--- src/sv/multizone_presence_gate_core_defines.svh ---
// Assertion macros for the multizone presence gate.
// Used by the top level; no other dependencies.
`ifndef MULTIZONE_PRESENCE_GATE_CORE_DEFINES_SVH
`define MULTIZONE_PRESENCE_GATE_CORE_DEFINES_SVH
`ifndef NO_ASSERTIONS
// Clocked check, ignored while reset is high
`define MPG_ASSERT(lbl, prop, msg) \
   lbl: assert property (@(posedge clock) disable iff (reset) prop) else $error(msg);
// Clocked check that also holds during reset
`define MPG_ASSERT_ALWAYS(lbl, prop, msg) \
   lbl: assert property (@(posedge clock) prop) else $error(msg);
`else
`define MPG_ASSERT(lbl, prop, msg)
`define MPG_ASSERT_ALWAYS(lbl, prop, msg)
`endif
`endif

--- src/sv/mpg_pkg.sv ---
// Shared types and constants of the multizone presence gate.
// No dependencies; imported by every module of the block.
package mpg_pkg;

   // Register indexes on the csr port
   localparam logic [2:0] CSR_MIN_CONFIDENCE = 3'd0;
   localparam logic [2:0] CSR_DELTA_MM       = 3'd1;
   localparam logic [2:0] CSR_MAX_RANGE_MM   = 3'd2;
   localparam logic [2:0] CSR_WARMUP_FRAMES  = 3'd3;
   localparam logic [2:0] CSR_HIT_FRAMES     = 3'd4;
   localparam logic [2:0] CSR_CLEAR_FRAMES   = 3'd5;

   // Valid depth window in millimeters
   localparam logic [15:0] DEPTH_MIN_MM = 16'd80;
   localparam logic [15:0] DEPTH_MAX_MM = 16'd2500;

   localparam logic [7:0] COUNT_MAX = 8'hFF;

   typedef enum logic [1:0] {
      MODE_IDLE    = 2'd0,
      MODE_WARMUP  = 2'd1,
      MODE_LATCHED = 2'd2,
      MODE_ARMED   = 2'd3
   } frame_mode_type;

   typedef struct packed {
      logic [15:0] min_confidence;
      logic [11:0] delta_mm;
      logic [11:0] max_range_mm;
      logic [7:0]  warmup_frames;
      logic [7:0]  hit_frames;
      logic [7:0]  clear_frames;
   } cfg_type;

   typedef struct packed {
      logic [31:0] frame_seq;
      logic [3:0]  zone_index;
      logic [15:0] zone_depth_mm;
      logic [15:0] zone_confidence;
      logic        last_zone;
   } item_type;

   typedef struct packed {
      logic valid;
      logic close;
      logic learn;
   } eval_type;

endpackage

--- src/sv/multizone_presence_gate_core.sv ---
// Multizone presence gate. Zone reports enter through an input register and
// are judged in one pass against per-zone baselines and close streaks held in
// flip-flops; one report is taken per clock cycle while no last-zone report
// waits. A report with last_zone set yields one transaction on rsp (fired);
// rsp_valid is set in the result register once the report leaves the input
// register. The single result register sets the rate: a last-zone report waits
// in the input register only while the previous result has not been taken.
// Reset clears all baselines and streaks at once; no clearing pass is needed.
module multizone_presence_gate_core #(
   parameter int ZONES = 16
) (
   input  logic        clock,
   input  logic        reset,
   input  logic        csr_wr_en,
   input  logic [2:0]  csr_index,
   input  logic [15:0] csr_wdata,
   input  logic        req_valid,
   output logic        req_ready,
   input  logic [31:0] req_frame_seq,
   input  logic [3:0]  req_zone_index,
   input  logic [15:0] req_zone_depth_mm,
   input  logic [15:0] req_zone_confidence,
   input  logic        req_last_zone,
   output logic        rsp_valid,
   input  logic        rsp_ready,
   output logic        rsp_fired
);
   import mpg_pkg::*;

`include "multizone_presence_gate_core_defines.svh"

   localparam int         IDX_W      = (ZONES > 1) ? $clog2(ZONES) : 1;
   localparam logic [4:0] ZONE_LIMIT = 5'(ZONES);

   cfg_type  cfg;
   item_type req_item;
   item_type it;
   logic     it_valid;
   logic     advance;
   eval_type ev;

   // Frame state
   logic [31:0]    last_seq_ff,    last_seq_in;
   logic [7:0]     warmup_ff,      warmup_in;
   logic           latched_ff,     latched_in;
   logic [7:0]     clear_ff,       clear_in;
   frame_mode_type mode_ff,        mode_in;
   logic           any_close_ff,   any_close_in;
   logic           rising_ff,      rising_in;
   logic [11:0]    baseline_ff [ZONES];
   logic [7:0]     streak_ff   [ZONES];

   // Per-zone write controls
   frame_mode_type mode_cur;
   logic           zone_hit;
   logic [IDX_W-1:0] idx;
   logic [11:0]    base_rd;
   logic [7:0]     streak_rd;
   logic [7:0]     streak_inc;
   logic           base_we;
   logic           streak_we;
   logic [7:0]     streak_wd;
   logic           streak_clr;
   logic           fire;
   logic [7:0]     clear_inc;

   // Result register
   logic           out_valid_ff, out_valid_in;
   logic           fired_ff,     fired_in;
   logic           streak_any;

   mpg_cfg_regs u_cfg (
      .clock     (clock),
      .reset     (reset),
      .csr_wr_en (csr_wr_en),
      .csr_index (csr_index),
      .csr_wdata (csr_wdata),
      .cfg       (cfg)
   );

   assign req_item.frame_seq       = req_frame_seq;
   assign req_item.zone_index      = req_zone_index;
   assign req_item.zone_depth_mm   = req_zone_depth_mm;
   assign req_item.zone_confidence = req_zone_confidence;
   assign req_item.last_zone       = req_last_zone;

   // Drain the input register unless a result would be overwritten
   assign advance = it_valid && (!it.last_zone || !out_valid_ff || rsp_ready);

   mpg_in_reg u_in (
      .clock      (clock),
      .reset      (reset),
      .req_valid  (req_valid),
      .req_ready  (req_ready),
      .req_item   (req_item),
      .advance    (advance),
      .item_valid (it_valid),
      .item       (it)
   );

   assign idx       = it.zone_index[IDX_W-1:0];
   assign zone_hit  = {1'b0, it.zone_index} < ZONE_LIMIT;
   assign base_rd   = zone_hit ? baseline_ff[idx] : 12'd0;
   assign streak_rd = zone_hit ? streak_ff[idx] : 8'd0;

   mpg_zone_eval u_eval (
      .cfg        (cfg),
      .depth      (it.zone_depth_mm),
      .confidence (it.zone_confidence),
      .baseline   (base_rd),
      .result     (ev)
   );

   assign streak_inc = (streak_rd == COUNT_MAX) ? streak_rd : streak_rd + 8'd1;
   assign clear_inc  = (clear_ff == COUNT_MAX) ? clear_ff : clear_ff + 8'd1;

   // Judge one zone report and work out the frame state it leaves
   always_comb begin
      last_seq_in  = last_seq_ff;
      warmup_in    = warmup_ff;
      latched_in   = latched_ff;
      clear_in     = clear_ff;
      mode_cur     = mode_ff;
      any_close_in = any_close_ff;
      rising_in    = rising_ff;
      base_we      = 1'b0;
      streak_we    = 1'b0;
      streak_wd    = 8'd0;
      streak_clr   = 1'b0;
      fire         = 1'b0;
      if (advance) begin
         // Open a frame on zone zero, or drop it on a stale sequence
         if (it.zone_index == 4'd0) begin
            any_close_in = 1'b0;
            rising_in    = 1'b0;
            if ((it.frame_seq == 32'd0) || (it.frame_seq == last_seq_ff)) begin
               mode_cur = MODE_IDLE;
            end else begin
               last_seq_in = it.frame_seq;
               if (warmup_ff < cfg.warmup_frames) begin
                  warmup_in = warmup_ff + 8'd1;
                  mode_cur  = MODE_WARMUP;
               end else begin
                  mode_cur = latched_ff ? MODE_LATCHED : MODE_ARMED;
               end
            end
         end

         // Per-zone work
         if ((mode_cur != MODE_IDLE) && zone_hit) begin
            if (mode_cur == MODE_WARMUP) begin
               base_we = ev.learn;
            end else begin
               if (ev.close) begin
                  any_close_in = 1'b1;
               end
               if (mode_cur == MODE_ARMED) begin
                  streak_we = 1'b1;
                  if (ev.close) begin
                     streak_wd = streak_inc;
                     if (streak_inc >= cfg.hit_frames) begin
                        rising_in = 1'b1;
                     end
                  end else begin
                     streak_wd = 8'd0;
                     base_we   = ev.learn;
                  end
               end
            end
         end

         // Close the frame
         if (it.last_zone) begin
            if (mode_cur == MODE_LATCHED) begin
               if (any_close_in) begin
                  clear_in = 8'd0;
               end else if (clear_inc >= cfg.clear_frames) begin
                  latched_in = 1'b0;
                  clear_in   = 8'd0;
               end else begin
                  clear_in = clear_inc;
               end
            end else if ((mode_cur == MODE_ARMED) && rising_in) begin
               streak_clr = 1'b1;
               latched_in = 1'b1;
               clear_in   = 8'd0;
               fire       = 1'b1;
            end
            mode_cur     = MODE_IDLE;
            any_close_in = 1'b0;
            rising_in    = 1'b0;
         end
      end
      mode_in = mode_cur;
   end

   // Hold the result until rsp takes it
   always_comb begin
      out_valid_in = out_valid_ff;
      fired_in     = fired_ff;
      if (advance && it.last_zone) begin
         out_valid_in = 1'b1;
         fired_in     = fire;
      end else if (rsp_ready) begin
         out_valid_in = 1'b0;
      end
   end

   always_ff @(posedge clock) begin
      if (reset) begin
         last_seq_ff  <= 32'd0;
         warmup_ff    <= 8'd0;
         latched_ff   <= 1'b0;
         clear_ff     <= 8'd0;
         mode_ff      <= MODE_IDLE;
         any_close_ff <= 1'b0;
         rising_ff    <= 1'b0;
         out_valid_ff <= 1'b0;
      end else begin
         last_seq_ff  <= last_seq_in;
         warmup_ff    <= warmup_in;
         latched_ff   <= latched_in;
         clear_ff     <= clear_in;
         mode_ff      <= mode_in;
         any_close_ff <= any_close_in;
         rising_ff    <= rising_in;
         out_valid_ff <= out_valid_in;
      end
   end

   always_ff @(posedge clock) begin
      fired_ff <= fired_in;
   end

   // Baselines and streaks; a fire clears every streak
   always_ff @(posedge clock) begin
      if (reset) begin
         for (int z = 0; z < ZONES; z++) begin
            baseline_ff[z] <= 12'd0;
            streak_ff[z]   <= 8'd0;
         end
      end else begin
         if (base_we) begin
            baseline_ff[idx] <= it.zone_depth_mm[11:0];
         end
         if (streak_clr) begin
            for (int z = 0; z < ZONES; z++) begin
               streak_ff[z] <= 8'd0;
            end
         end else if (streak_we) begin
            streak_ff[idx] <= streak_wd;
         end
      end
   end

   assign rsp_valid = out_valid_ff;
   assign rsp_fired = fired_ff;

   // Any nonzero streak, for checking only
   always_comb begin
      streak_any = 1'b0;
      for (int z = 0; z < ZONES; z++) begin
         streak_any = streak_any | (streak_ff[z] != 8'd0);
      end
   end

   `MPG_ASSERT(a_fired_latched, rsp_valid && rsp_fired |-> latched_ff, "fired without latch")
   `MPG_ASSERT(a_no_overwrite, advance && it.last_zone |-> !out_valid_ff || rsp_ready, "result lost")
   `MPG_ASSERT(a_fire_clears, fire |=> !streak_any, "streaks not cleared after fire")
   `MPG_ASSERT(a_frame_closed, advance && it.last_zone |=> mode_ff == MODE_IDLE, "frame left open")
   `MPG_ASSERT_ALWAYS(a_reset_empty, reset |=> !rsp_valid, "result valid after reset")

endmodule

--- src/sv/mpg_cfg_regs.sv ---
// Configuration register file of the multizone presence gate.
// Depends on mpg_pkg for register indexes and the config struct.
module mpg_cfg_regs (
   input  logic            clock,
   input  logic            reset,
   input  logic            csr_wr_en,
   input  logic [2:0]      csr_index,
   input  logic [15:0]     csr_wdata,
   output mpg_pkg::cfg_type cfg
);
   import mpg_pkg::*;

   cfg_type cfg_ff;

   // Write one register per enabled cycle; unknown indexes are dropped
   always_ff @(posedge clock) begin
      if (reset) begin
         cfg_ff.min_confidence <= 16'd100;
         cfg_ff.delta_mm       <= 12'd150;
         cfg_ff.max_range_mm   <= 12'd1200;
         cfg_ff.warmup_frames  <= 8'd10;
         cfg_ff.hit_frames     <= 8'd3;
         cfg_ff.clear_frames   <= 8'd10;
      end else if (csr_wr_en) begin
         case (csr_index)
            CSR_MIN_CONFIDENCE: cfg_ff.min_confidence <= csr_wdata;
            CSR_DELTA_MM:       cfg_ff.delta_mm       <= csr_wdata[11:0];
            CSR_MAX_RANGE_MM:   cfg_ff.max_range_mm   <= csr_wdata[11:0];
            CSR_WARMUP_FRAMES:  cfg_ff.warmup_frames  <= csr_wdata[7:0];
            CSR_HIT_FRAMES:     cfg_ff.hit_frames     <= csr_wdata[7:0];
            CSR_CLEAR_FRAMES:   cfg_ff.clear_frames   <= csr_wdata[7:0];
            default: ;
         endcase
      end
   end

   assign cfg = cfg_ff;

endmodule

--- src/sv/mpg_in_reg.sv ---
// Input register of the multizone presence gate: holds one zone report.
// Depends on mpg_pkg for the report struct.
module mpg_in_reg (
   input  logic              clock,
   input  logic              reset,
   input  logic              req_valid,
   output logic              req_ready,
   input  mpg_pkg::item_type req_item,
   input  logic              advance,
   output logic              item_valid,
   output mpg_pkg::item_type item
);
   import mpg_pkg::*;

   logic     valid_ff;
   logic     valid_in;
   item_type item_ff;

   // Take a new transaction whenever the slot is empty or drains this cycle
   assign req_ready = !valid_ff || advance;

   always_comb begin
      valid_in = valid_ff;
      if (req_valid && req_ready) begin
         valid_in = 1'b1;
      end else if (advance) begin
         valid_in = 1'b0;
      end
   end

   always_ff @(posedge clock) begin
      if (reset) begin
         valid_ff <= 1'b0;
      end else begin
         valid_ff <= valid_in;
      end
   end

   // Payload needs no reset
   always_ff @(posedge clock) begin
      if (req_valid && req_ready) begin
         item_ff <= req_item;
      end
   end

   assign item_valid = valid_ff;
   assign item       = item_ff;

endmodule

--- src/sv/mpg_zone_eval.sv ---
// Per-zone classifier: validity, closeness and baseline learning test.
// Depends on mpg_pkg for the config and result structs.
module mpg_zone_eval (
   input  mpg_pkg::cfg_type  cfg,
   input  logic [15:0]       depth,
   input  logic [15:0]       confidence,
   input  logic [11:0]       baseline,
   output mpg_pkg::eval_type result
);
   import mpg_pkg::*;

   logic        valid;
   logic        has_base;
   logic [16:0] near_sum;
   logic        close_base;
   logic        close_range;

   assign valid = (confidence >= cfg.min_confidence) &&
                  (depth >= DEPTH_MIN_MM) && (depth <= DEPTH_MAX_MM);
   assign has_base = (baseline != 12'd0);

   // Nearer than baseline by more than delta, or within range without baseline
   assign near_sum    = {1'b0, depth} + {5'd0, cfg.delta_mm};
   assign close_base  = near_sum < {5'd0, baseline};
   assign close_range = depth <= {4'd0, cfg.max_range_mm};

   assign result.valid = valid;
   assign result.close = valid && (has_base ? close_base : close_range);
   assign result.learn = valid && (!has_base || (depth < {4'd0, baseline}));

endmodule

--- config.mk ---
export PLATFORM = sky130hd
export DESIGN_NAME = multizone_presence_gate_core
export DESIGN_NICKNAME = d
export VERILOG_FILES = /design/src/sv/mpg_pkg.sv /design/src/sv/multizone_presence_gate_core.sv /design/src/sv/mpg_cfg_regs.sv /design/src/sv/mpg_in_reg.sv /design/src/sv/mpg_zone_eval.sv
export VERILOG_INCLUDE_DIRS = /design/src /design/src/sv
export SDC_FILE = /design/constraint.sdc
export NUM_CORES = 1
export LEC_CHECK = 0
export ABC_AREA = 1
export BUFFER_PORTS_ARGS = -buffer_cell sky130_fd_sc_hd__buf_2
export CORE_MARGIN = 3
export CORE_UTILIZATION = 52
export CTS_CLUSTER_SIZE = 10
export DETAILED_ROUTE_END_ITERATION = 16
export PLACE_DENSITY = 0.69
export SETUP_SLACK_MARGIN = 0.3
export SKIP_LAST_GASP = 1
export SLEW_MARGIN = 20
export SYNTH_ARGS = -nofsm -noshare
export SYNTH_HDL_FRONTEND = slang
export SYNTH_SLANG_ARGS = --single-unit
--- constraint.sdc ---
create_clock -name clock -period 4.6 [get_ports clock]
set_clock_uncertainty 0.1 [all_clocks]
set_input_delay 0.46 -clock clock [delete_from_list [all_inputs] [get_ports clock]]
set_output_delay 0.46 -clock clock [all_outputs]
set_load 0.1 [all_outputs]
# Word level (Yosys, flattened, before mapping)
# Memories as Yosys holds them, arrays and structs flattened. A register that Yosys moved wholly into a read port is not among the register bits.
# Index checks and enable logic that the tools add are counted.
[totals] ff_bits=189 ramBits=320 input_bits=93 output_inout_bits=3 wordCells=192 n_memories=2
[op_classes] n_addsub=4 order_cmp=9 n_eq_ne=13 muxes=89 n_bitwise=17 reduce_logical=37
[memory_table] memory="baseline_ff" depth=16 width=12 rd=1 rd_ports_with_merged_regs=1 wr=16 line_no="multizone_presence_gate_core.sv:50" text="logic [11:0] baseline_ff [ZONES];"
[memory_table] memory="streak_ff" depth=16 width=8 rd=1 rd_ports_with_merged_regs=1 wr=16 line_no="multizone_presence_gate_core.sv:51" text="logic [7:0] streak_ff [ZONES];"
[op_table] cell="$mux 8" count=28
[op_table] cell="$mux 1" count=51
[op_table] cell="$eq 32x32->1" count=1
[op_table] cell="$logic_not 32->1" count=1
[op_table] cell="$add 8x1->8 const B" count=3
[op_table] cell="$add 16x12->17" count=1
[op_table] cell="$lt 17x12->1" count=1
[op_table] cell="$eq 8x8->1 const B" count=2
[op_table] cell="$ge 16x16->1" count=1
[op_table] cell="$ge 16x7->1 const B" count=1
[op_table] cell="$ge 8x8->1" count=2
[op_table] cell="$le 16x12->1" count=1
[op_table] cell="$le 16x12->1 const B" count=1
[op_table] cell="$lt 16x12->1" count=1
[op_table] cell="$mux 4" count=4
[op_table] cell="$or 1x1->1" count=16
[op_table] cell="$mux 12" count=1
[op_table] cell="$reduce_and 2->1" count=6
[op_table] cell="$reduce_bool 12->1" count=1
[op_table] cell="$reduce_or 12->1" count=1
[op_table] cell="$mux 2" count=5
[op_table] cell="$logic_and 1x1->1" count=8
[op_table] cell="$lt 8x8->1" count=1
[op_table] cell="$reduce_bool 2->1" count=4
[op_table] cell="16 further kinds" count=27

# Longest topological paths before layout
[depth] word_depth=20 mapped_depth=30 mapped_depth_nobuf=28

# Modules after synthesis
# Synthesis repeated with hierarchy kept, for this count alone.
[hier_totals] cells_unflattened=2505 hier_area_um2=23991.8
[modules_own_cells] module="multizone_presence_gate_core" instances=1 cells_per_inst=1713 area_each_um2=17141.4 seq_area_each_um2=10720.3
[modules_own_cells] module="mpg_cfg_regs" instances=1 cells_per_inst=365 area_each_um2=2587.5 seq_area_each_um2=1281.2
[modules_own_cells] module="mpg_zone_eval" instances=1 cells_per_inst=352 area_each_um2=2143.3 seq_area_each_um2=0.0
[modules_own_cells] module="mpg_in_reg" instances=1 cells_per_inst=75 area_each_um2=2119.5 seq_area_each_um2=2092.0

# Worst setup path before layout
# Ideal clock, no wire load.
[synth_path] path_type="flip-flop to flip-flop" from="reg (tool-made name)" to="mem streak_ff[1][0], enable pin" setup_time_ps=329 t_arrival_ps=3824 required_ps=4171 path_slack_ps=347 stages_incl_launch_ff=30 path_buffers=5 period_less_slack_ps=4253 path_cell_list="dfxtp_1 buf_4 inv_6 buf_4 buf_4 buf_4 nor2_1 o221ai_1 nand3_1 nand2_1 ha_1 nand4_1 nor2_2 nand2_2 nand2_1 nor2_2 xor2_2 ha_1 nand2_1 nor2_1 nand4_1 o2111ai_1 nand4_1 nand2_1 nand3_2 nand2_2 nor2_4 buf_6 nand2_4 nand2_1"
[synth_lines] element="end: declaration" line_no="multizone_presence_gate_core.sv:51"

==> impl_metrics.ini <==
[floorplanning]
ios = 96
start_util_pct = 52.9
coreArea_um2 = 46800
rows = 79
die_y_um = 224
die_w_um = 224
dieArea_um2 = 50200

[placed_design]
placed_cells = 3319
detailed_place_hpwl_mm = 43.5
port_buffers = 95
post-place-ws_ns = -0.329
gp_congestion = 0.958

[pwr]
p_per_area_nw_per_um2 = 364
power_leakage_nw = 12.1
comb_power_share_pct = 13.5
p_int_mw = 8.16
swShare_pct = 25.6
switching_power_mw = 2.80
pwr-share-seq_pct = 47.6
pwr-share-clk_pct = 38.9
irDropWorstVdd_mv = 0.337

[worst_hold_path]
worst_hold_path.num_cells = 3
hp-class = in -> reg
whs_endpoint = u_cfg.cfg[44]
hold_start = csr_wdata[8]

[run_status]
status = complete, no violations

[layout]
nFillCells = 3637
stdcell_count = 3573
syn2layout_area_growth_pct = 21.9
multi_input_area_um2 = 9640
finalNetCount = 3097
register_area_um2 = 14200
drive_gt1_share_pct = 16.3
final_util_pct = 64.4

[sta]
min_period_over_period_pct = 98.1
tightest_slew_ns = 0.855
period_needed_ns = 4.51
setup_viol = 0
worst_slack_ns = 0.0875
fin_tns_setup_ns = 0
whs_ns = 0.0282
grt_setup_unrepaired = yes
timing.fmax_mhz = 222
final_hold_viol_count = 0
slew_headroom_pct = 42.9
drv_slew = 0

[yosys]
synthCells = 2662
synth.avg_cell_area_um2 = 9.29
synth_area_um2 = 24700
synth_edf_count = 390
yosys_warnings = 0
synthFlopType = edfxtp_1
ys_ff_latch = 513
synth.top_cell.area_share_pct = 47.4
yosys-top-cells-area = edfxtp_1 47%, dfxtp_1 10%, nor2_1 9.1%
async_flop_share_pct = 0
seq_area_frac_synth_pct = 57.3
synth_cell_type_count = 46
synth_fp_nets = 2844
yosysTopAreaCell = edfxtp_1

[global_route]
track_usage_pct = 27.6
antenna_found_initial = 4
grt-ovfl-total = 0
grt_pass1_vias = 19900
grt_start_max_net_pins = 89
grt_pass1_wl_mm = 109

[cts]
clk_pin_slew_worst_paths_ns = 0.06
cts_sinks = 513
h-tree-depth = 2
cts_tree = built
root_buffer = clkbuf_16
cts_buffers = 58
clock_latency_ns = 0.62
clockBufferDepth = 3

[critical_path]
setup.worst_path.end_class = flop
crit_required_ns = 4.83
crit_top_cell = buf_12
path_class = reg -> reg
r2r_end = streak_ff[4][6]
max_stage_delay_ns = 0.41
critPathMaxFanout = 8
reg2regPathDepth = 28
start_kind = flop
reg2reg_slack_ns = 0.09
cp.arrival_ns = 4.75
critPathSlowestCell = dfxtp_4

[flow_run]
drv_cap = 0

[route]
antenna_left = 0
dr.pass1.iters = 5
viasPerCell = 5.74
drt_iter0_drc = 2206
num_vias = 20500
avgRoutedWirePerCell_um = 19.9
routed_wl_mm = 70.9
drc = 0
routing by layer:
metal | vias to the layer above | GRT usage [%] | share of wire [%]
met3 | 218 | 5.36 | 9.0
li1 | 9566 | - | -
met2 | 1049 | 45.0 | 47
met4 | 4 | 11.3 | 4.6
met1 | 9671 | 36.5 | 40
met5 | - | 0 | 0.023
registers in the layout, summed over array words and instances (netlist names), 2 cells and up, named ones only:
name         count
streak_ff      128
u_cfg.cfg       64
mode_ff          2
clear_ff         8
last_seq_ff     32
warmup_ff        8
baseline_ff    192
u_in.item       69
logic make-up (layout without fill, tap and decap cells):
| family | after synthesis | count (layout) | synth area share, % |
|---|---|---|---|
| other | 0 | 2 | 0 |
| AO/OA/AOI/OAI | 451 | 451 | 10.1 |
| XOR/XNOR | 34 | 34 | 1.23 |
| flip-flops | 513 | 513 | 57.3 |
| adder cells (fa/ha/maj) | 89 | 89 | 4.53 |
| AND/OR/NAND/NOR | 1233 | 1233 | 20.8 |
| buffers and inverters | 342 | 644 | 5.98 |
cells in the final DEF (no fill, tap or decap), drive strengths merged, types with 6 or more instances in the layout:
cell type	instances
nand3	132
or2	8
nor4	10
clkbuf	107
xor2	27
nand2	403
o21a	6
nor2	621
a21oi	156
o211ai	42
o22ai	9
xnor2	7
buf	251
nand4	41
ha	88
o21ai	211
clkinv	12
o221ai	23
nor3	17
dfxtp	123
dlygate4sd3	70
inv	199
edfxtp	390
area by class of cell:
type,instances,area share [%]
inverters,204,2.64
diodes,2,0.0166
clock buffers,105,5.57
well taps,607,2.52
multi-input cells,1807,32.0
clock inverters,4,0.129
repair buffers,328,9.93
flip-flops and latches,513,47.1
repair inverters,3,0.120
per-stage QoR:
stage	instance area, um^2	total power, mW
final	30100	11.0
after global routing	30100	11.3
after CTS	29500	10.9
after detailed placement	26100	6.44
after global placement	26100	6.40
after floorplan	24700	6.04
cells in the mapped netlist, types with 2 or more instances:
| library cell | number |
|---|---|
| nand3_2 | 2 |
| buf_4 | 15 |
| nor3_1 | 17 |
| a21oi_2 | 2 |
| nor2_2 | 22 |
| nand2_2 | 2 |
| dfxtp_1 | 123 |
| o21a_1 | 6 |
| nand2_1 | 391 |
| buf_2 | 36 |
| xor2_1 | 26 |
| clkbuf_1 | 72 |
| inv_2 | 5 |
| nand4_1 | 37 |
| buf_1 | 3 |
| nand4_2 | 4 |
| inv_1 | 191 |
| xnor2_1 | 7 |
| edfxtp_1 | 390 |
| o22ai_1 | 9 |
| o21ai_1 | 12 |
| ha_1 | 88 |
| buf_6 | 10 |
| o211ai_1 | 41 |
| or2_2 | 7 |
| o21ai_0 | 199 |
| nand3_1 | 130 |
| a21oi_1 | 154 |
| nor2_1 | 598 |
| a21o_1 | 2 |
| nand2_4 | 10 |
| nor4_1 | 9 |
| o221ai_1 | 23 |
| clkinv_1 | 7 |
repair_timing:
item / in CTS / in global routing
gates resized for setup: 94 / 105
gates cloned: 13 / 2
buffers inserted: 38 / 20
pin swaps: 25 / 39
hold buffers: 70 / 0
hold endpoints to repair: 73 / 0
setup endpoints to repair: 449 / 649
worst max path at each step:
stage / startpoint / to / slack, ns / cells after the start
after CTS: flop / streak_ff[4][4] / 0.27 / 29
after global placement: flop / streak_ff[8][4] / -0.19 / 22
after floorplan: flop / streak_ff[1][0] / 0.35 / 29
after detailed placement: flop / streak_ff[9][0] / -0.33 / 24
final: flop / streak_ff[4][6] / 0.09 / 28
after global routing: flop / streak_ff[4][4] / -0.04 / 28
power groups by stage:
stage	Combinational [mW]	Clock (mW)	Sequential [mW]
floorplan	0.754	0	5.28
global placement	1.10	0	5.31
detailed placement	1.13	0	5.31
CTS	1.32	4.31	5.22
global route	1.60	4.51	5.23
finish	1.48	4.26	5.22
critical path, delay by kind of cell, from the launching register on:
| family | cells | cell delay [ns] |
|---|---|---|
| AOI/OAI and AO/OA | 7 | 0.95 |
| adders and majority gates | 1 | 0.21 |
| buffers and inverters | 7 | 0.89 |
| DFF | 1 | 0.41 |
| and+or+nand+nor | 13 | 1.64 |
No activity file was read; power rests on OpenSTA's default activity.
